File: config.mk
export PLATFORM = sky130hd
export DESIGN_NAME = i2c_master_bit_engine_top
export DESIGN_NICKNAME = d
export VERILOG_FILES = /design/src/rtl/core/i2cme_pkg.sv /design/src/rtl/core/i2cme_dp.sv /design/src/rtl/core/i2cme_ctrl.sv /design/src/rtl/core/i2c_master_bit_engine_top.sv
export SDC_FILE = /design/constraint.sdc
export NUM_CORES = 1
export LEC_CHECK = 0
export ABC_AREA = 1
export BUFFER_PORTS_ARGS = -buffer_cell sky130_fd_sc_hd__buf_2
export CAP_MARGIN = 20
export CORE_MARGIN = 2
export CORE_UTILIZATION = 30
export CTS_CLUSTER_DIAMETER = 200
export CTS_CLUSTER_SIZE = 20
export DETAILED_ROUTE_END_ITERATION = 6
export PLACE_DENSITY = 0.49
export SETUP_SLACK_MARGIN = 0.4
export SLEW_MARGIN = 0
export SYNTH_ARGS = -nofsm -noshare
export SYNTH_HDL_FRONTEND = slang
export SYNTH_SLANG_ARGS = --single-unit
File: constraint.sdc
create_clock -name clk -period 8.71 [get_ports clk]
set_clock_uncertainty 0.1 [all_clocks]
set_input_delay 0.4355 -clock clk [delete_from_list [all_inputs] [get_ports clk]]
set_output_delay 0.4355 -clock clk [all_outputs]
set_load 0.005 [all_outputs]
File: src/rtl/core/i2cme_pkg.sv
`default_nettype none
package i2cme_pkg;

  // Line and byte geometry
  localparam int BITS_PER_BYTE = 8;
  localparam int TICK_W        = 16;
  localparam int TIMEOUT_W     = 8;
  localparam int BIT_IDX_W     = 4;
  localparam int CFG_DATA_W    = 16;

  // Register reset values
  localparam logic [TICK_W-1:0]    TICKS_RESET   = 16'd50;
  localparam logic [TIMEOUT_W-1:0] TIMEOUT_RESET = 8'd250;

  // Configuration register indexes
  localparam logic CFG_TICKS   = 1'b0;
  localparam logic CFG_TIMEOUT = 1'b1;

  // Command codes carried by a request
  localparam logic [2:0] ACT_NONE  = 3'd0;
  localparam logic [2:0] ACT_START = 3'd1;
  localparam logic [2:0] ACT_STOP  = 3'd2;
  localparam logic [2:0] ACT_WRITE = 3'd3;
  localparam logic [2:0] ACT_READ  = 3'd4;
  localparam logic [2:0] ACT_ACK   = 3'd5;
  localparam logic [2:0] ACT_NACK  = 3'd6;
  localparam logic [2:0] ACT_WAIT  = 3'd7;

  // Controller to datapath commands, valid for one accepted tick
  typedef struct packed {
    logic set_scl;
    logic scl_val;
    logic set_sda;
    logic sda_val;
    logic set_en;
    logic en_val;
    logic load_byte;
    logic clr_byte;
    logic shift_out;
    logic shift_in;
    logic clr_bit;
    logic inc_bit;
    logic latch_read;
    logic clr_wait;
    logic inc_wait;
    logic set_timeout;
    logic clr_timeout;
  } dp_cmd_t;

  // Datapath status seen by the controller
  typedef struct packed {
    logic bit_last;
    logic wait_over;
    logic next_msb;
  } dp_sts_t;

endpackage
`default_nettype wire

File: src/rtl/core/i2cme_dp.sv
`default_nettype none
module i2cme_dp
  import i2cme_pkg::*;
(
  input  wire logic                     clk,
  input  wire logic                     rst,
  input  wire dp_cmd_t                  cmd,
  input  wire logic [BITS_PER_BYTE-1:0] data_byte,
  input  wire logic                     sda_in,
  input  wire logic [TIMEOUT_W-1:0]     ack_timeout,
  output dp_sts_t                       sts,
  output logic                          scl_level,
  output logic                          sda_level,
  output logic                          sda_enable,
  output logic [BITS_PER_BYTE-1:0]      last_read,
  output logic                          timeout_flag
);

  logic [BITS_PER_BYTE-1:0] shift_byte;
  logic [BIT_IDX_W-1:0]     bit_index;
  logic [BIT_IDX_W-1:0]     bit_index_inc;
  logic [TIMEOUT_W-1:0]     wait_ticks;
  logic [TIMEOUT_W:0]       wait_inc;

  // Look ahead at counters for the controller
  assign bit_index_inc = bit_index + 1'b1;
  assign wait_inc      = {1'b0, wait_ticks} + 1'b1;

  assign sts.bit_last  = (bit_index_inc >= BIT_IDX_W'(BITS_PER_BYTE));
  assign sts.wait_over = (wait_inc > {1'b0, ack_timeout});
  assign sts.next_msb  = shift_byte[BITS_PER_BYTE-2];

  // Drive the line levels
  always_ff @(posedge clk) begin
    if (rst) begin
      scl_level  <= 1'b1;
      sda_level  <= 1'b1;
      sda_enable <= 1'b1;
    end else begin
      if (cmd.set_scl) scl_level  <= cmd.scl_val;
      if (cmd.set_sda) sda_level  <= cmd.sda_val;
      if (cmd.set_en)  sda_enable <= cmd.en_val;
    end
  end

  // Shift the byte in or out, MSB first, and count bits
  always_ff @(posedge clk) begin
    if (rst) begin
      shift_byte <= '0;
      bit_index  <= '0;
      last_read  <= '0;
    end else begin
      if (cmd.load_byte) begin
        shift_byte <= data_byte;
      end else if (cmd.clr_byte) begin
        shift_byte <= '0;
      end else if (cmd.shift_out) begin
        shift_byte <= {shift_byte[BITS_PER_BYTE-2:0], 1'b0};
      end else if (cmd.shift_in) begin
        shift_byte <= {shift_byte[BITS_PER_BYTE-2:0], sda_in};
      end
      if (cmd.clr_bit) begin
        bit_index <= '0;
      end else if (cmd.inc_bit) begin
        bit_index <= bit_index_inc;
      end
      if (cmd.latch_read) last_read <= shift_byte;
    end
  end

  // Count high polls during an ACK wait and hold the error flag
  always_ff @(posedge clk) begin
    if (rst) begin
      wait_ticks   <= '0;
      timeout_flag <= 1'b0;
    end else begin
      if (cmd.clr_wait) begin
        wait_ticks <= '0;
      end else if (cmd.inc_wait) begin
        wait_ticks <= wait_inc[TIMEOUT_W-1:0];
      end
      if (cmd.clr_timeout) begin
        timeout_flag <= 1'b0;
      end else if (cmd.set_timeout) begin
        timeout_flag <= 1'b1;
      end
    end
  end

endmodule
`default_nettype wire

File: src/rtl/core/i2cme_ctrl.sv
`default_nettype none
module i2cme_ctrl
  import i2cme_pkg::*;
(
  input  wire logic              clk,
  input  wire logic              rst,
  input  wire logic              step,
  input  wire logic [2:0]        action,
  input  wire logic              data_msb,
  input  wire logic              sda_in,
  input  wire logic [TICK_W-1:0] ticks_per_us,
  input  wire dp_sts_t           sts,
  output dp_cmd_t                cmd,
  output logic                   busy,
  output logic                   done
);

  localparam logic [3:0] PH_IDLE = 4'd0;
  localparam logic [3:0] PH_ST1  = 4'd1;
  localparam logic [3:0] PH_ST2  = 4'd2;
  localparam logic [3:0] PH_SP1  = 4'd3;
  localparam logic [3:0] PH_SP2  = 4'd4;
  localparam logic [3:0] PH_SP3  = 4'd5;
  localparam logic [3:0] PH_AK1  = 4'd6;
  localparam logic [3:0] PH_AK2  = 4'd7;
  localparam logic [3:0] PH_WRA  = 4'd8;
  localparam logic [3:0] PH_WRB  = 4'd9;
  localparam logic [3:0] PH_WRC  = 4'd10;
  localparam logic [3:0] PH_RDA  = 4'd11;
  localparam logic [3:0] PH_RDB  = 4'd12;
  localparam logic [3:0] PH_WA1  = 4'd13;
  localparam logic [3:0] PH_WAP  = 4'd14;
  localparam logic [3:0] PH_WAE  = 4'd15;

  // Remaining units after the first, for 4, 2 and 1 unit holds
  localparam logic [1:0] UNITS_4 = 2'd3;
  localparam logic [1:0] UNITS_2 = 2'd1;
  localparam logic [1:0] UNITS_1 = 2'd0;

  logic [3:0]        phase;
  logic [3:0]        phase_next;
  logic [TICK_W-1:0] delay_ticks;
  logic [TICK_W-1:0] delay_ticks_next;
  logic [1:0]        units_left;
  logic [1:0]        units_left_next;
  logic              done_next;
  logic [TICK_W-1:0] unit_reload;
  logic              poll;
  logic              enter;
  logic [3:0]        enter_phase;
  logic [1:0]        enter_units;

  // A zero tick count behaves as one tick per unit
  assign unit_reload = (ticks_per_us == '0) ? '0 : ticks_per_us - 1'b1;

  // Sequence the segments of each command
  always_comb begin
    cmd              = '0;
    phase_next       = phase;
    delay_ticks_next = delay_ticks;
    units_left_next  = units_left;
    done_next        = 1'b0;
    poll             = 1'b0;
    enter            = 1'b0;
    enter_phase      = PH_IDLE;
    enter_units      = UNITS_1;

    if (step) begin
      case (phase)
        PH_IDLE: begin
          case (action)
            ACT_START: begin
              cmd.set_en  = 1'b1; cmd.en_val  = 1'b1;
              cmd.set_scl = 1'b1; cmd.scl_val = 1'b1;
              cmd.set_sda = 1'b1; cmd.sda_val = 1'b1;
              enter = 1'b1; enter_phase = PH_ST1; enter_units = UNITS_4;
            end
            ACT_STOP: begin
              cmd.set_en  = 1'b1; cmd.en_val  = 1'b1;
              cmd.set_sda = 1'b1; cmd.sda_val = 1'b0;
              enter = 1'b1; enter_phase = PH_SP1; enter_units = UNITS_4;
            end
            ACT_WRITE: begin
              cmd.set_en  = 1'b1; cmd.en_val  = 1'b1;
              cmd.set_scl = 1'b1; cmd.scl_val = 1'b0;
              cmd.set_sda = 1'b1; cmd.sda_val = data_msb;
              cmd.load_byte = 1'b1;
              cmd.clr_bit   = 1'b1;
              enter = 1'b1; enter_phase = PH_WRA; enter_units = UNITS_2;
            end
            ACT_READ: begin
              cmd.set_en  = 1'b1; cmd.en_val  = 1'b0;
              cmd.set_scl = 1'b1; cmd.scl_val = 1'b0;
              cmd.clr_byte = 1'b1;
              cmd.clr_bit  = 1'b1;
              enter = 1'b1; enter_phase = PH_RDA; enter_units = UNITS_2;
            end
            ACT_ACK, ACT_NACK: begin
              cmd.set_en  = 1'b1; cmd.en_val  = 1'b1;
              cmd.set_scl = 1'b1; cmd.scl_val = 1'b0;
              cmd.set_sda = 1'b1; cmd.sda_val = (action == ACT_NACK);
              enter = 1'b1; enter_phase = PH_AK1; enter_units = UNITS_2;
            end
            ACT_WAIT: begin
              cmd.set_en  = 1'b1; cmd.en_val  = 1'b0;
              cmd.set_scl = 1'b1; cmd.scl_val = 1'b1;
              cmd.clr_timeout = 1'b1;
              cmd.clr_wait    = 1'b1;
              enter = 1'b1; enter_phase = PH_WA1; enter_units = UNITS_2;
            end
            default: begin
            end
          endcase
        end
        PH_WAP: poll = 1'b1;
        default: begin
          if (delay_ticks != '0) begin
            delay_ticks_next = delay_ticks - 1'b1;
          end else if (units_left != '0) begin
            units_left_next  = units_left - 1'b1;
            delay_ticks_next = unit_reload;
          end else begin
            // Hold is over: move to the next segment
            case (phase)
              PH_ST1: begin
                cmd.set_sda = 1'b1; cmd.sda_val = 1'b0;
                enter = 1'b1; enter_phase = PH_ST2; enter_units = UNITS_4;
              end
              PH_ST2: begin
                cmd.set_scl = 1'b1; cmd.scl_val = 1'b0;
                done_next = 1'b1;
              end
              PH_SP1: begin
                cmd.set_scl = 1'b1; cmd.scl_val = 1'b1;
                enter = 1'b1; enter_phase = PH_SP2; enter_units = UNITS_4;
              end
              PH_SP2: begin
                cmd.set_sda = 1'b1; cmd.sda_val = 1'b1;
                enter = 1'b1; enter_phase = PH_SP3; enter_units = UNITS_4;
              end
              PH_AK1: begin
                cmd.set_scl = 1'b1; cmd.scl_val = 1'b1;
                enter = 1'b1; enter_phase = PH_AK2; enter_units = UNITS_2;
              end
              PH_AK2: begin
                cmd.set_scl = 1'b1; cmd.scl_val = 1'b0;
                done_next = 1'b1;
              end
              PH_WRA: begin
                cmd.set_scl = 1'b1; cmd.scl_val = 1'b1;
                enter = 1'b1; enter_phase = PH_WRB; enter_units = UNITS_2;
              end
              PH_WRB: begin
                cmd.set_scl = 1'b1; cmd.scl_val = 1'b0;
                enter = 1'b1; enter_phase = PH_WRC; enter_units = UNITS_2;
              end
              PH_WRC: begin
                cmd.shift_out = 1'b1;
                cmd.inc_bit   = 1'b1;
                if (sts.bit_last) begin
                  done_next = 1'b1;
                end else begin
                  cmd.set_sda = 1'b1; cmd.sda_val = sts.next_msb;
                  enter = 1'b1; enter_phase = PH_WRA; enter_units = UNITS_2;
                end
              end
              PH_RDA: begin
                cmd.set_scl  = 1'b1; cmd.scl_val = 1'b1;
                cmd.shift_in = 1'b1;
                enter = 1'b1; enter_phase = PH_RDB; enter_units = UNITS_1;
              end
              PH_RDB: begin
                cmd.inc_bit = 1'b1;
                if (sts.bit_last) begin
                  cmd.latch_read = 1'b1;
                  done_next      = 1'b1;
                end else begin
                  cmd.set_scl = 1'b1; cmd.scl_val = 1'b0;
                  enter = 1'b1; enter_phase = PH_RDA; enter_units = UNITS_2;
                end
              end
              PH_WA1: poll = 1'b1;
              default: done_next = 1'b1;
            endcase
          end
        end
      endcase

      // Sample SDA during an ACK wait
      if (poll) begin
        if (!sda_in) begin
          cmd.set_scl = 1'b1; cmd.scl_val = 1'b0;
          enter = 1'b1; enter_phase = PH_WAE; enter_units = UNITS_2;
        end else if (sts.wait_over) begin
          cmd.set_timeout = 1'b1;
          cmd.set_en  = 1'b1; cmd.en_val  = 1'b1;
          cmd.set_sda = 1'b1; cmd.sda_val = 1'b0;
          enter = 1'b1; enter_phase = PH_SP1; enter_units = UNITS_4;
        end else begin
          cmd.inc_wait = 1'b1;
          phase_next   = PH_WAP;
        end
      end

      if (enter) begin
        phase_next       = enter_phase;
        delay_ticks_next = unit_reload;
        units_left_next  = enter_units;
      end
      if (done_next) phase_next = PH_IDLE;
    end
  end

  // Advance state on each accepted tick
  always_ff @(posedge clk) begin
    if (rst) begin
      phase       <= PH_IDLE;
      delay_ticks <= '0;
      units_left  <= '0;
      done        <= 1'b0;
    end else if (step) begin
      phase       <= phase_next;
      delay_ticks <= delay_ticks_next;
      units_left  <= units_left_next;
      done        <= done_next;
    end
  end

  assign busy = (phase != PH_IDLE);

endmodule
`default_nettype wire

File: src/rtl/core/i2c_master_bit_engine_top.sv
// I2C master line engine, stepped once per request.
// Input channel (in_valid / in_stall): each request is one tick carrying the
// sampled SDA level (sda_in) and, when the engine is idle, a command (action)
// with the byte to send (data_byte). Commands that arrive while busy are
// ignored. Output channel (out_valid / out_stall): exactly one result per
// request, holding the SCL/SDA drive, the SDA enable, busy and done flags,
// the last byte read and the ACK timeout flag as they stand after that tick.
// A request accepted at a clock edge has its result valid right after that
// edge. Throughput is one request per cycle; the result is held in the
// engine state registers, so a new request is taken whenever the output
// register is empty or being emptied in the same cycle.
// When the receiver stalls, the result holds and in_stall rises, freezing
// the engine until the result is taken. Phase timing counts requests, not
// clock cycles: each segment lasts 1, 2 or 4 units of ticks_per_us requests.
// Configuration is a write port (cfg_write, cfg_index, cfg_data): index 0 is
// ticks_per_us, index 1 is ack_timeout; write only while idle.
// Synchronous reset returns the engine to idle with SCL and SDA driven high,
// ticks_per_us at 50, ack_timeout at 250 and no result pending.
`default_nettype none
module i2c_master_bit_engine_top
  import i2cme_pkg::*;
(
  input  wire logic                     clk,
  input  wire logic                     rst,
  input  wire logic                     in_valid,
  output logic                          in_stall,
  input  wire logic [2:0]               action,
  input  wire logic [BITS_PER_BYTE-1:0] data_byte,
  input  wire logic                     sda_in,
  output logic                          out_valid,
  input  wire logic                     out_stall,
  output logic                          scl_out,
  output logic                          sda_out,
  output logic                          sda_drive,
  output logic                          busy_res,
  output logic                          done_res,
  output logic [BITS_PER_BYTE-1:0]      read_data,
  output logic                          ack_error,
  input  wire logic                     cfg_write,
  input  wire logic                     cfg_index,
  input  wire logic [CFG_DATA_W-1:0]    cfg_data
);

  logic [TICK_W-1:0]    ticks_per_us;
  logic [TIMEOUT_W-1:0] ack_timeout;
  logic                 step;
  dp_cmd_t              cmd;
  dp_sts_t              sts;
  logic                 scl_level;
  logic                 sda_level;
  logic                 sda_enable;

  // Take a request unless an untaken result is stalled
  assign in_stall = out_valid & out_stall;
  assign step     = in_valid & ~in_stall;

  // Configuration registers
  always_ff @(posedge clk) begin
    if (rst) begin
      ticks_per_us <= TICKS_RESET;
      ack_timeout  <= TIMEOUT_RESET;
    end else if (cfg_write) begin
      case (cfg_index)
        CFG_TICKS:   ticks_per_us <= cfg_data;
        CFG_TIMEOUT: ack_timeout  <= cfg_data[TIMEOUT_W-1:0];
        default: begin
        end
      endcase
    end
  end

  // Result valid flag
  always_ff @(posedge clk) begin
    if (rst) begin
      out_valid <= 1'b0;
    end else if (step) begin
      out_valid <= 1'b1;
    end else if (!out_stall) begin
      out_valid <= 1'b0;
    end
  end

  i2cme_ctrl u_ctrl (
    .clk          (clk),
    .rst          (rst),
    .step         (step),
    .action       (action),
    .data_msb     (data_byte[BITS_PER_BYTE-1]),
    .sda_in       (sda_in),
    .ticks_per_us (ticks_per_us),
    .sts          (sts),
    .cmd          (cmd),
    .busy         (busy_res),
    .done         (done_res)
  );

  i2cme_dp u_dp (
    .clk          (clk),
    .rst          (rst),
    .cmd          (cmd),
    .data_byte    (data_byte),
    .sda_in       (sda_in),
    .ack_timeout  (ack_timeout),
    .sts          (sts),
    .scl_level    (scl_level),
    .sda_level    (sda_level),
    .sda_enable   (sda_enable),
    .last_read    (read_data),
    .timeout_flag (ack_error)
  );

  // Released SDA reads as the bus idle level
  assign scl_out   = scl_level;
  assign sda_drive = sda_enable;
  assign sda_out   = sda_enable ? sda_level : 1'b1;

`ifndef ASSERT_OFF
  a_done_not_busy: assert property (@(posedge clk) disable iff (rst)
    out_valid && done_res |-> !busy_res)
    else $error("done result while still busy");

  a_accept_gives_result: assert property (@(posedge clk) disable iff (rst)
    in_valid && !in_stall |=> out_valid)
    else $error("accepted request gave no result");

  a_timeout_starts_stop: assert property (@(posedge clk) disable iff (rst)
    $rose(ack_error) |-> sda_drive && !sda_out && busy_res)
    else $error("ACK timeout did not begin a stop");
`endif

endmodule
`default_nettype wire
[Word level (Yosys, flattened, before mapping)]
Cells that the tools add are included.
W data, S select, Z words.
Operators by class
  add/sub/neg operators: 5
  order comparisons: 2
  equality and inequality tests: 24
  muxes and demuxes: 97
  bitwise operators: 4
  reduce and logical (&&, ||, !) cells: 35
Operator list (number)
  $mux W16: 5
  $mux W4: 17
  $mux W2: 20
  $pmux W4 S9: 1
  $mux W1: 33
  $mux W8: 4
  $sub A16 B1 Y16 const B: 2
  $eq A4 B4 Y1 const B: 7
  $pmux W4 S6: 1
  $reduce_or A2 Y1: 10
  $pmux W2 S3: 3
  $mux W17: 1
  $logic_not A16 Y1: 1
  $pmux W2 S2: 4
  $pmux W4 S2: 2
  $reduce_bool A16 Y1: 1
  $reduce_or A7 Y1: 2
  $eq A3 B3 Y1 const B: 4
  $eq A4 B3 Y1 const B: 3
  $reduce_or A5 Y1: 2
  $add A8 B1 Y9 const B: 1
  $gt A9 B8 Y1: 1
  $reduce_bool A3 Y1: 3
  $reduce_or A3 Y1: 3
  23 further kinds: 36
Storage, ports and cells
  flip-flop bits (word level): 80
  logic and storage cells: 182

[Logic depth before layout (Yosys ltp)]
Gate-level depths: netlist of the first run.
  depth after elaboration: 15
  depth in mapped cells: 25
  depth with buffers taken out: 23

[Modules after synthesis]
From an unflattened synthesis of the first run, not the netlist that was laid out.
Second synthesis, totals
  cell total of the unflattened synthesis: 874
  area total of the unflattened synthesis: 5470.2 um2
Modules (own cells, without submodules)
  i2cme_ctrl: instances 1, cells an instance 520, area an instance 2813.9 um2, seq. area each 460.4 um2
  i2cme_dp: instances 1, cells an instance 211, area an instance 1635.3 um2, seq. area each 640.6 um2
  i2c_master_bit_engine_top: instances 1, cells an instance 143, area an instance 1021.0 um2, seq. area each 500.5 um2

[Worst setup path after synthesis of the first run]
Ideal clock, no wire load.
  path kind: register to register
  from: register u_dp.wait_ticks[0]
  to: register u_ctrl.delay_ticks[8]
  setup time: 0.113 ns
  arrival: 2.521 ns
  data required time: 8.497 ns
  setup slack: 5.976 ns
  stages on the path, launching flop included: 22
  cells stage by stage: dfxtp_1 ha_1 nand2_1 nor2_2 nand3_1 xor2_1 ha_1 a21o_1 nand3_1 nand2_1 nor2_1 nand2_1 nand2_1 nand2_1 nand2_2 buf_6 nand4_2 nand3_4 buf_6 nand2_1 nand2_1 nor2_1
Between the ends
  cells in the longest elaborated chain, start to end: 8
  elaborated cells on any way between the ends: 10
  classes of those cells: add/sub: 1; order compare: 1; eq/ne: 1; mux: 5; reduce/logical: 2
RTL lines
  start, declared: line i2cme_dp.sv:22  | logic [TIMEOUT_W-1:0] wait_ticks;
  start signal, assigned: line i2cme_dp.sv:80  | wait_ticks <= wait_inc[TIMEOUT_W-1:0];
  $add A8 B1 Y9 *: line i2cme_dp.sv:27  | assign wait_inc = {1'b0, wait_ticks} + 1'b1;
  via u_dp.wait_inc[6]: line i2cme_dp.sv:23  | logic [TIMEOUT_W:0] wait_inc;
  $gt A9 B8 Y1 *: line i2cme_dp.sv:30  | assign sts.wait_over = (wait_inc > {1'b0, ack_timeout});
  $mux W1 *: line i2cme_ctrl.sv:194  | end else if (sts.wait_over) begin
  $mux W1 *: line i2cme_ctrl.sv:191  | if (!sda_in) begin
  $mux W1 *: line i2cme_ctrl.sv:190  | if (poll) begin
  $mux W1 *: line i2cme_ctrl.sv:68  | if (step) begin
  $ne A2 B1 Y1 (no line) / $reduce_bool A3 Y1 (equally long branches)
  $reduce_and A3 Y1 (no line)
  end signal, assigned: line i2cme_ctrl.sv:223  | delay_ticks <= delay_ticks_next;
  end, declared: line i2cme_ctrl.sv:42  | logic [TICK_W-1:0] delay_ticks;
The timed path passes the listed nets; every way through them passes the cells marked *. The select of a mux whose other input is x is not followed.
A chain may end at the register's enable or synchronous reset.

[Worst setup path after layout of the first run]
  from: register u_dp.wait_ticks[0]
  to: register u_ctrl.delay_ticks[9]
The elaborated chain is that of the path after synthesis.

==> results.py, run 1 <==
metrics = {
    "setup_path": {
        "worst_path_max_delay_cell": "nand3_1",
        "start_kind": "register",
        "worst-path-buf-inv": 0,
        "cp_slowest_stage_delay_ns": 0.53,
        "path_delay_family": "simple AND/OR/NAND/NOR gates",
        "crit_top_cell": "nand2_1",
        "worstRegToRegCells": 19,
        "critical_path.max_fanout": 20,
        "path_class": "reg2reg",
        "arrival_ns": 3.64,
        "r2r-end": "u_ctrl.delay_ticks[9]",
        "r2r_slack_ns": 5.21,
        "crit_chain": "ha_1, nand2_1, nor2_2, nand3_1, xor2_1, ha_1, a21o_1, nand3_1, nand2_1, nor2_1, nand2_1, nand2_1, nand2_1, nand2_2, nand3_1, nand2_1, o21ai_0, nor2_1, nor2_1",
        "cp.required_ns": 8.85,
        "reg2reg_from": "u_dp.wait_ticks[0]",
        "crit_path_end_kind": "register",
    },
    "cts": {
        "postCtsSetupBuffers": 0,
        "clkTransAtPathRegs_ns": 0.06,
        "postCtsHoldBufs": 0,
        "cts-root-buf": "clkbuf_16",
        "cts_inserted_buffers": 9,
        "ctsResizeCount": 0,
        "cts_tree": "yes",
        "clk_latency_ns": 0.35,
        "htree_levels": 3,
        "cts.path.max_buffers": 2,
        "clock-sinks": 80,
    },
    "floorplan": {
        "initial_utilization": 0.308,
        "pin_count": 50,
        "die_w_um": 134,
        "die-area_um2": 18100,
        "rows": 47,
        "core-area_um2": 16600,
        "fp.dieH_um": 134,
    },
    "finish": {
        "stdcell_area_um2": 5800,
        "area_delta_synth_final_pct": 13.6,
        "multi_input_area_um2": 2960,
        "antenna_cells": 0,
        "nFillCells": 1864,
        "fin_nets": 884,
        "drive_above_1_share": 0.121,
        "ff_latch_area_um2": 1600,
        "fin_cells": 1062,
    },
    "detailed_routing": {
        "drt_pass1_iterations": 4,
        "drt_iter0_markers": 230,
        "num_vias": 4942,
        "viasPerCell": 4.65,
        "wl_per_cell_um": 12.5,
        "wl_um": 13300,
        "drc": 0,
        "ant_nets": 0,
    },
    "synth": {
        "syn_inst": 797,
        "async_flop_share": 0,
        "yosysTopAreaCellShare": 0.314,
        "synth_top_cell_by_area": "dfxtp_1",
        "yosys_warnings": 0,
        "synth_nets": 844,
        "ys_ff_latch": 80,
        "syn_area_um2": 5100,
        "postSynthAreaPerCell_um2": 6.41,
        "synth_cell_types": 43,
        "ys.flop_type": "dfxtp_1",
        "synthTopCellsByArea": "dfxtp_1 (31%), nand2_1 (13%), nor2_1 (9.0%)",
        "yosysSeqAreaShare": 0.314,
        "synth_enable_flop_cells": 0,
    },
    "placed_design": {
        "place_inst": 1046,
        "io_buffers": 49,
        "dp.final_hpwl_um": 10100,
        "place_area_um2": 5510,
        "place.gp.congestion": 0.875,
    },
    "pwr": {
        "pwr-share-clk": 0.197,
        "p_per_area_nw_per_um2": 323,
        "seqPwrFrac": 0.265,
        "swShare": 0.477,
        "comb_power_share": 0.538,
        "vdd_drop_max_v": 0.000135,
        "p_sw_uw": 895,
        "leakage_uw": 0.00272,
        "intPower_uw": 981,
    },
    "sta": {
        "fin_tns_setup_ns": 0,
        "fmaxAchievable_ghz": 0.286,
        "setup_viol_count_final": 0,
        "period_share": 0.402,
        "slew_headroom": 0.556,
        "maxSlewViolCount": 0,
        "min_period_ns": 3.50,
        "grt_setup_unrepaired": "no",
        "finalHoldViolations": 0,
        "worstMarginPinSlew_ns": 0.664,
    },
    "grt": {
        "antenna_found_initial": 0,
        "grt_max_degree": 64,
        "grt_usage": 0.155,
        "grt-ovfl-total": 0,
        "grt_pass1_wl_um": 22500,
        "grt_pass1_vias": 4698,
    },
    "worst_hold_path": {
        "hold_class": "in2reg",
        "min_to": "ticks_per_us[13]",
        "worstHoldPathCells": 3,
        "min_from": "cfg_data[13]",
    },
    "job": {
        "cap_viol_max_count": 0,
    },
    "run_status": {
        "status": "finished, final reports clean",
    },
}
==> layout by cell type, fill, tap and decap left out, types with 3 or more instances in the layout <==
cell	n
nand3_2	4
o211ai_1	10
buf_2	49
o21ai_0	60
clkbuf_16	9
dfxtp_1	80
nand2_2	6
nor2_2	6
inv_2	6
nor3_1	10
nand2_1	177
xor2_1	23
inv_1	101
buf_4	3
a21oi_1	51
nor2_4	3
nor2_1	123
nand4_1	8
nand3_1	56
ha_1	13
a31oi_1	9
==> cells by family after synthesis <==
group	synth area share
adders and majority gates	0.0319
buffers and inverters	0.107
AOI/OAI and AO/OA	0.163
DFF	0.314
xor gates and xnor gates	0.0429
and+or+nand+nor	0.341
==> metal layers <==
layer  up-vias  track usage  wire (µm)  part of all wire
met5         -            0          0                 0
li1       2641            -          -                 -
met4         0       0.0421        175             0.013
met3        13       0.0389        545             0.041
met1      2204        0.191       6240              0.47
met2        84        0.270       6370              0.48
==> worst reg2reg max path, delay by kind of cell (launching register included) <==
kind	cells	cell delay [ns]
flops	1	0.39
xor+xnor	1	0.21
compound gates	2	0.28
simple gates	14	1.93
fa+ha+maj	2	0.48
==> how the worst max path moves through the flow <==
stage / from / end / cells after the start
after floorplan: u_dp.wait_ticks[0] / u_ctrl.delay_ticks[8] / 21
after detailed placement: u_dp.wait_ticks[0] / u_ctrl.delay_ticks[15] / 19
after CTS: u_dp.wait_ticks[0] / u_ctrl.units_left[1] / 20
after global placement: u_dp.wait_ticks[0] / u_ctrl.units_left[0] / 20
final: u_dp.wait_ticks[0] / u_ctrl.delay_ticks[9] / 19
after global routing: u_dp.wait_ticks[0] / u_ctrl.units_left[0] / 20
==> power by group through the flow <==
| stage | logic, µW | clock network, µW | registers, µW |
|---|---|---|---|
| final | 1010 | 370 | 497 |
| after global routing | 1170 | 397 | 509 |
| after CTS | 1020 | 383 | 499 |
| after detailed placement | 1010 | 0 | 506 |
| after global placement | 1020 | 0 | 507 |
| after floorplan | 856 | 0 | 488 |
==> per-stage QoR <==
stage	power, µW	setup WS (ns)	util	hold slack [ns]
floorplan	1340	5.98	-	0.329
global placement	1530	5.30	0.333	0.336
detailed placement	1520	5.14	0.333	0.338
CTS	1900	5.11	0.350	0.211
global route	2070	4.68	0.350	0.224
finish	1880	5.21	0.350	0.218
==> area by class of cell <==
cell class,count,area share
clock buffers,13,0.0449
clock inverters,3,0.00431
inverters,109,0.0710
multi-input cells,585,0.510
flip-flops and latches,80,0.276
well taps,220,0.0475
repair buffers,52,0.0462
==> cells in the mapped netlist (3+ instances only) <==
| master | n |
|---|---|
| clkbuf_1 | 12 |
| nor2_2 | 6 |
| buf_6 | 5 |
| nand3_2 | 4 |
| ha_1 | 13 |
| xor2_1 | 23 |
| nor2_4 | 3 |
| nor2_1 | 123 |
| inv_1 | 101 |
| buf_2 | 5 |
| nand2_1 | 177 |
| nand4_1 | 8 |
| a21oi_1 | 51 |
| nand3_1 | 56 |
| dfxtp_1 | 80 |
| o211ai_1 | 10 |
| o21ai_0 | 60 |
| a31oi_1 | 9 |
| nor3_1 | 10 |
| inv_2 | 6 |
| nand2_2 | 6 |
==> state kept, by name (all words and copies together), names as in the netlist, 2 cells and up <==
register and flops:
u_ctrl.units_left 2, u_dp.shift_byte 8, u_ctrl.phase 4, u_dp.bit_index 4, u_ctrl.delay_ticks 16, ticks_per_us 16, u_dp.last_read 8, u_dp.wait_ticks 8
ack_timeout 8
No activity file was read; power rests on OpenSTA's default activity.
==> run 2: changes to the inputs <==
- PLACE_DENSITY: 0.49 -> 0.51
- clock period: 8.71 -> 2.8 ns (I/O delays scaled with it)
==> run 2 against run 1 <==
- the run now ends with setup timing left
- power grew to 3.7 times the previous value
- hold slack lost 0.21 ns
- non-clock buffer count grew 66
- largest cell class unchanged
- first-iteration DRC count grew 14%
- combinational power grew to 4.1 times the previous value
- worst setup slack lost 5.2 ns
- critical path depth grew 1
- highest routed layer unchanged
- core utilization grew 5.9 points
- sequential power grew to 3.1 times the previous value
- die area is the same
==> results.py, run 2 (synthesis gave the netlist of run 1 again) <==
metrics = {
    "cts": {
        "htree_levels": 3,
        "cts_tree": "yes",
        "cts_inserted_buffers": 9,
        "clock-sinks": 80,
        "cts-root-buf": "clkbuf_16",
        "cts.path.max_buffers": 2,
        "clk_latency_ns": 0.35,
        "clkTransAtPathRegs_ns": 0.06,
    },
    "sta": {
        "finalHoldViolations": 0,
        "grt_setup_unrepaired": "yes",
        "fmaxAchievable_ghz": 0.354,
        "setup_viol_count_final": 2,
        "slew_headroom": 0.577,
        "setup_ws_ns": -0.0234,
        "period_share": 1.01,
        "worstMarginPinSlew_ns": 0.633,
        "maxSlewViolCount": 0,
        "min_period_ns": 2.82,
    },
    "placed_design": {
        "dp.final_hpwl_um": 10300,
        "place_inst": 1071,
        "io_buffers": 49,
        "place.gp.congestion": 0.868,
    },
    "pwr": {
        "leakage_uw": 0.00312,
        "p_per_area_nw_per_um2": 1020,
        "seqPwrFrac": 0.224,
        "comb_power_share": 0.603,
        "pwr-share-clk": 0.173,
        "intPower_uw": 3660,
        "swShare": 0.472,
        "power.total_uw": 6930,
        "vdd_drop_max_v": 0.000615,
        "p_sw_uw": 3270,
    },
    "detailed_routing": {
        "ant_nets": 0,
        "num_vias": 5340,
        "drt_iter0_markers": 262,
        "drc": 0,
        "drt_pass1_iterations": 5,
        "viasPerCell": 4.71,
        "wl_um": 14700,
        "wl_per_cell_um": 12.9,
    },
    "grt": {
        "grt_pass1_vias": 5166,
        "antenna_found_initial": 0,
        "grt-ovfl-total": 0,
        "grt_pass1_wl_um": 24700,
        "grt_max_degree": 46,
        "grt_usage": 0.170,
    },
    "setup_path": {
        "cp.required_ns": 2.95,
        "path_class": "reg2reg",
        "crit_path_end_kind": "register",
        "arrival_ns": 2.97,
        "critical_path.max_fanout": 6,
        "start_kind": "register",
    },
    "floorplan": {
        "die-area_um2": 18100,
        "die_w_um": 134,
        "pin_count": 50,
        "core-area_um2": 16600,
        "initial_utilization": 0.308,
        "fp.dieH_um": 134,
        "rows": 47,
    },
    "finish": {
        "area_delta_synth_final_pct": 32.7,
        "antenna_cells": 0,
        "layout_commonest_cell": "nand2_1",
        "top_regs": "ticks_per_us (16), u_ctrl.delay_ticks (16)",
        "layout_common_cells": "nand2_1 (162), nor2_1 (115), inv_1 (98), dfxtp_1 (76), o21ai_0 (57)",
        "fin_cells": 1133,
        "fin_nets": 955,
        "drive_above_1_share": 0.212,
    },
    "run_status": {
        "violations": "setup timing",
        "status": "complete, but fails checks",
    },
    "worst_hold_path": {
        "hold_class": "in2reg",
    },
    "job": {
        "cap_viol_max_count": 0,
    },
}
==> run 2: changes by cell type in the layout (fill, tap and decap cells not counted), moves of 8 or more <==
cell,before,now
nand2_1,177,162
buf_4,3,34
nor2_1,123,115
nand3_1,56,47
nand2_2,6,16
dlygate4sd3_1,0,26
==> run 2: power by group through the flow <==
| stage | sequential, µW | combinational, µW | clock [µW] |
|---|---|---|---|
| after detailed placement | 1570 | 3470 | 0 |
| after global placement | 1580 | 3500 | 0 |
| after floorplan | 1520 | 2730 | 0 |
| final | 1560 | 4180 | 1200 |
| after CTS | 1550 | 3840 | 1240 |
| after global routing | 1590 | 4720 | 1270 |
==> run 2: critical path, stage by stage (launching register included) <==
cell,delay (ns)
dfxtp_4,0.37
ha_4,0.15
nand2_4,0.05
nor2_4,0.12
nand3_2,0.10
xor2_2,0.16
ha_1,0.30
a21o_1,0.18
nand3_2,0.06
nand2_1,0.05
nor2_1,0.09
nand2_1,0.08
nand2_2,0.09
nand2_2,0.07
nand2_4,0.14
nand3_4,0.17
buf_6,0.17
nand3_4,0.10
nand2_1,0.07
nand2_1,0.05
nor2_1,0.04
==> run 2: repair_timing <==
action                                  CTS  global route
pin swaps                                21            12
endpoints found under the hold margin    32             0
gates cloned                              3             2
resized for setup                        29            44
buffers inserted                          9             6
endpoints found under the setup margin   50            51
hold buffers                             26             0
==> run 2: area by class of cell <==
type                    count  area, µm²
fillers                  1805       9810
multi-input cells         590       3290
clock inverters             5       57.6
flip-flops and latches     80       1610
inverters                 109        419
clock buffers              11        233
repair buffers            118        883
well taps                 220        275
==> run 2: path summary, 6_finish.rpt <==
check | from | endpoint | slack (ns) | cells past startpoint
setup / recovery | u_dp.wait_ticks[0] | u_ctrl.delay_ticks[10] | -0.02 | 20
hold / removal | data_byte[7] | u_dp.shift_byte[7] | 0.01 | 3
setup reg to reg | u_dp.wait_ticks[0] | u_ctrl.delay_ticks[10] | -0.02 | 20
hold reg to reg | u_dp.last_read[1] | u_dp.last_read[1] | 0.34 | 2
==> run 2: metrics by stage <==
| stage | setup slack (ns) | util | cell area, µm² | hold slack (ns) | setup TNS, ns |
|---|---|---|---|---|---|
| 4_1_cts | 0.0857 | 0.396 | 6570 | 0.00115 | 0 |
| 3_5_place_dp | -0.0990 | 0.349 | 5780 | 0.280 | -1.15 |
| 5_1_grt | -0.213 | 0.408 | 6770 | 0.0407 | -3.69 |
| 3_3_place_gp | -0.0500 | 0.349 | 5780 | 0.270 | -0.491 |
| 2_1_floorplan | 0.149 | - | 5160 | 0.109 | 0 |
| 6_report | -0.0234 | 0.408 | 6770 | 0.0125 | -0.0278 |
==> run 2: routing by layer <==
metal | GRT usage | vias up | wire, µm
li1 | - | 2807 | -
met5 | 0 | - | 0
met4 | 0.0708 | 0 | 458
met2 | 0.283 | 98 | 6810
met1 | 0.215 | 2402 | 6820
met3 | 0.0355 | 33 | 557
==> run 3: changes to the inputs <==
- ABC_AREA: 1 -> unset
- CELL_PAD_IN_SITES_DETAIL_PLACEMENT: unset -> 1
- CELL_PAD_IN_SITES_GLOBAL_PLACEMENT: unset -> 1
- PLACE_DENSITY: 0.51 -> 0.63
- RECOVER_POWER: unset -> 25
==> run 3 against run 2 <==
- the run still ends with setup timing left
- power grew 3.5%
- highest routed layer unchanged
- via count is 0.66% lower
- routed wire length increased by 17%
- hold slack gained 0.052 ns
==> results.py, run 3 <==
metrics = {
    "grt": {
        "grt_pass1_wl_um": 28700,
        "grt-ovfl-total": 0,
        "grt_max_degree": 26,
        "antenna_found_initial": 0,
        "grt_pass1_vias": 5611,
        "grt_usage": 0.202,
    },
    "detailed_routing": {
        "drt_pass1_iterations": 4,
        "drc": 0,
        "wl_per_cell_um": 17.2,
        "wl_um": 17100,
        "num_vias": 5305,
        "viasPerCell": 5.34,
        "drt_iter0_markers": 207,
        "ant_nets": 0,
    },
    "sta": {
        "period_share": 1.06,
        "setup_viol_count_final": 33,
        "finalHoldViolations": 0,
        "maxSlewViolCount": 0,
        "fin_tns_setup_ns": -2.88,
        "hold_slack_ns": 0.0648,
        "fmaxAchievable_ghz": 0.338,
        "min_period_ns": 2.96,
        "worstMarginPinSlew_ns": 1.48,
        "grt_setup_unrepaired": "yes",
        "slew_headroom": 0.0146,
        "setup_ws_ns": -0.163,
    },
    "cts": {
        "htree_levels": 3,
        "clk_latency_ns": 0.35,
        "cts_inserted_buffers": 9,
        "cts.path.max_buffers": 2,
        "cts_tree": "yes",
        "clkTransAtPathRegs_ns": 0.06,
        "cts-root-buf": "clkbuf_16",
        "clock-sinks": 80,
    },
    "synth": {
        "async_flop_share": 0,
        "syn_inst": 630,
        "syn_area_um2": 4890,
        "yosysTopAreaCellShare": 0.327,
        "synth_nets": 677,
        "synth_cell_types": 72,
        "yosysSeqAreaShare": 0.327,
        "postSynthAreaPerCell_um2": 7.77,
        "ys.flop_type": "dfxtp_1",
        "synth_top_cell_by_area": "dfxtp_1",
        "yosys_warnings": 0,
        "synth_most_common_cell": "nand2_1",
        "synthTopCellsByArea": "dfxtp_1 (33%), nand2_1 (6.4%), a21oi_1 (4.7%)",
        "ys_top_cells_by_count": "nand2_1 (84), dfxtp_1 (80), nor2_1 (53), a21oi_1 (46), nand3_1 (37)",
        "synth_enable_flop_cells": 0,
        "ys_ff_latch": 80,
    },
    "placed_design": {
        "dp.final_hpwl_um": 12100,
        "place_ws_ns": -0.257,
        "place.gp.congestion": 0.836,
        "place_inst": 924,
        "io_buffers": 49,
    },
    "floorplan": {
        "core-area_um2": 15900,
        "initial_utilization": 0.307,
        "die-area_um2": 17400,
        "rows": 46,
        "die_w_um": 132,
        "pin_count": 50,
        "fp.dieH_um": 132,
    },
    "run_status": {
        "status": "complete, but fails checks",
        "violations": "setup timing",
    },
    "job": {
        "cap_viol_max_count": 0,
    },
    "worst_hold_path": {
        "hold_class": "in2reg",
    },
    "finish": {
        "drive_above_1_share": 0.350,
        "top_regs": "ticks_per_us (16), u_ctrl.delay_ticks (16)",
        "layout_commonest_cell": "nand2_1",
        "nFillCells": 1913,
        "layout_common_cells": "nand2_1 (78), buf_4 (76), dfxtp_1 (75), nor2_1 (49), buf_2 (48)",
        "antenna_cells": 0,
        "fin_cells": 994,
        "fin_nets": 820,
        "area_delta_synth_final_pct": 46.3,
    },
    "setup_path": {
        "cp.required_ns": 2.92,
        "arrival_ns": 3.09,
        "crit_path_end_kind": "register",
        "start_kind": "register",
        "critical_path.max_fanout": 4,
        "path_class": "reg2reg",
    },
    "pwr": {
        "p_per_area_nw_per_um2": 1000,
        "vdd_drop_max_v": 0.000399,
        "leakage_uw": 0.00291,
    },
}
run 3: layout make-up:
class,instances,area (µm²),share of cell area
Clock buffer,11,253,0.0353
Clock inverter,5,55.1,0.00769
Inverter,25,93.8,0.0131
Multi-Input combinational cell,491,3600,0.503
Sequential cell,80,1620,0.226
Tap cell,216,270,0.0377
Timing Repair Buffer,166,1270,0.178
run 3: cells by family after synthesis:
kind of cell / count (synthesis) / synth area share
compound gates: 160 / 0.234
fa+ha+maj: 13 / 0.0332
mux: 12 / 0.0248
flops: 80 / 0.327
buf+inv: 61 / 0.0511
simple gates: 273 / 0.275
xor+xnor: 31 / 0.0555
run 3: what timing repair did:
item / 4_1_cts / 5_1_grt
resized for setup: 58 / 34
hold buffers: 17 / 0
pin swaps: 47 / 23
endpoints found under the hold margin: 24 / 0
cloned: 2 / 0
buffers inserted: 25 / 10
setup endpoints to repair: 55 / 55
run 3: where the power goes:
group | switching (µW) | leakage (µW) | internal [µW]
combinational | 2420 | 0.00211 | 2070
sequential | 155 | 0.000656 | 1310
clock | 490 | 0.000148 | 736
total | 3060 | 0.00291 | 4120
run 3: stage by stage:
step	power [µW]	util	instance area, µm²
final	7180	0.449	7160
after global routing	7640	0.449	7160
after CTS	6960	0.435	6940
after detailed placement	5120	0.374	5970
after global placement	5060	0.374	5970
after floorplan	3860	-	5140
run 3: worst paths after layout:
check	from	to	slack [ns]	cells after the start
min	out_stall	out_valid	0.06	4
min reg2reg	ack_timeout[4]	ack_timeout[4]	0.37	2
max	u_dp.wait_ticks[4]	u_ctrl.delay_ticks[9]	-0.16	15
max reg2reg	u_dp.wait_ticks[4]	u_ctrl.delay_ticks[9]	-0.16	15
run 3: worst max-delay path, cell delays in order (launching register included):
cell       delay (ns)
dfxtp_1          0.36
nand2_1          0.08
or2_4            0.27
inv_2            0.05
nand3_2          0.09
xnor2_2          0.16
ha_2             0.19
a211oi_2         0.23
o221ai_2         0.13
o21ai_2          0.24
buf_6            0.15
o2bb2ai_4        0.14
nand2_2          0.14
buf_4            0.18
a31oi_1          0.20
o32ai_1          0.12
run 3: routing by layer:
metal | share of wire | global-route usage
met2 | 0.50 | 0.346
met4 | 0.012 | 0.0610
met3 | 0.045 | 0.0373
met1 | 0.45 | 0.258
met5 | 0 | 0
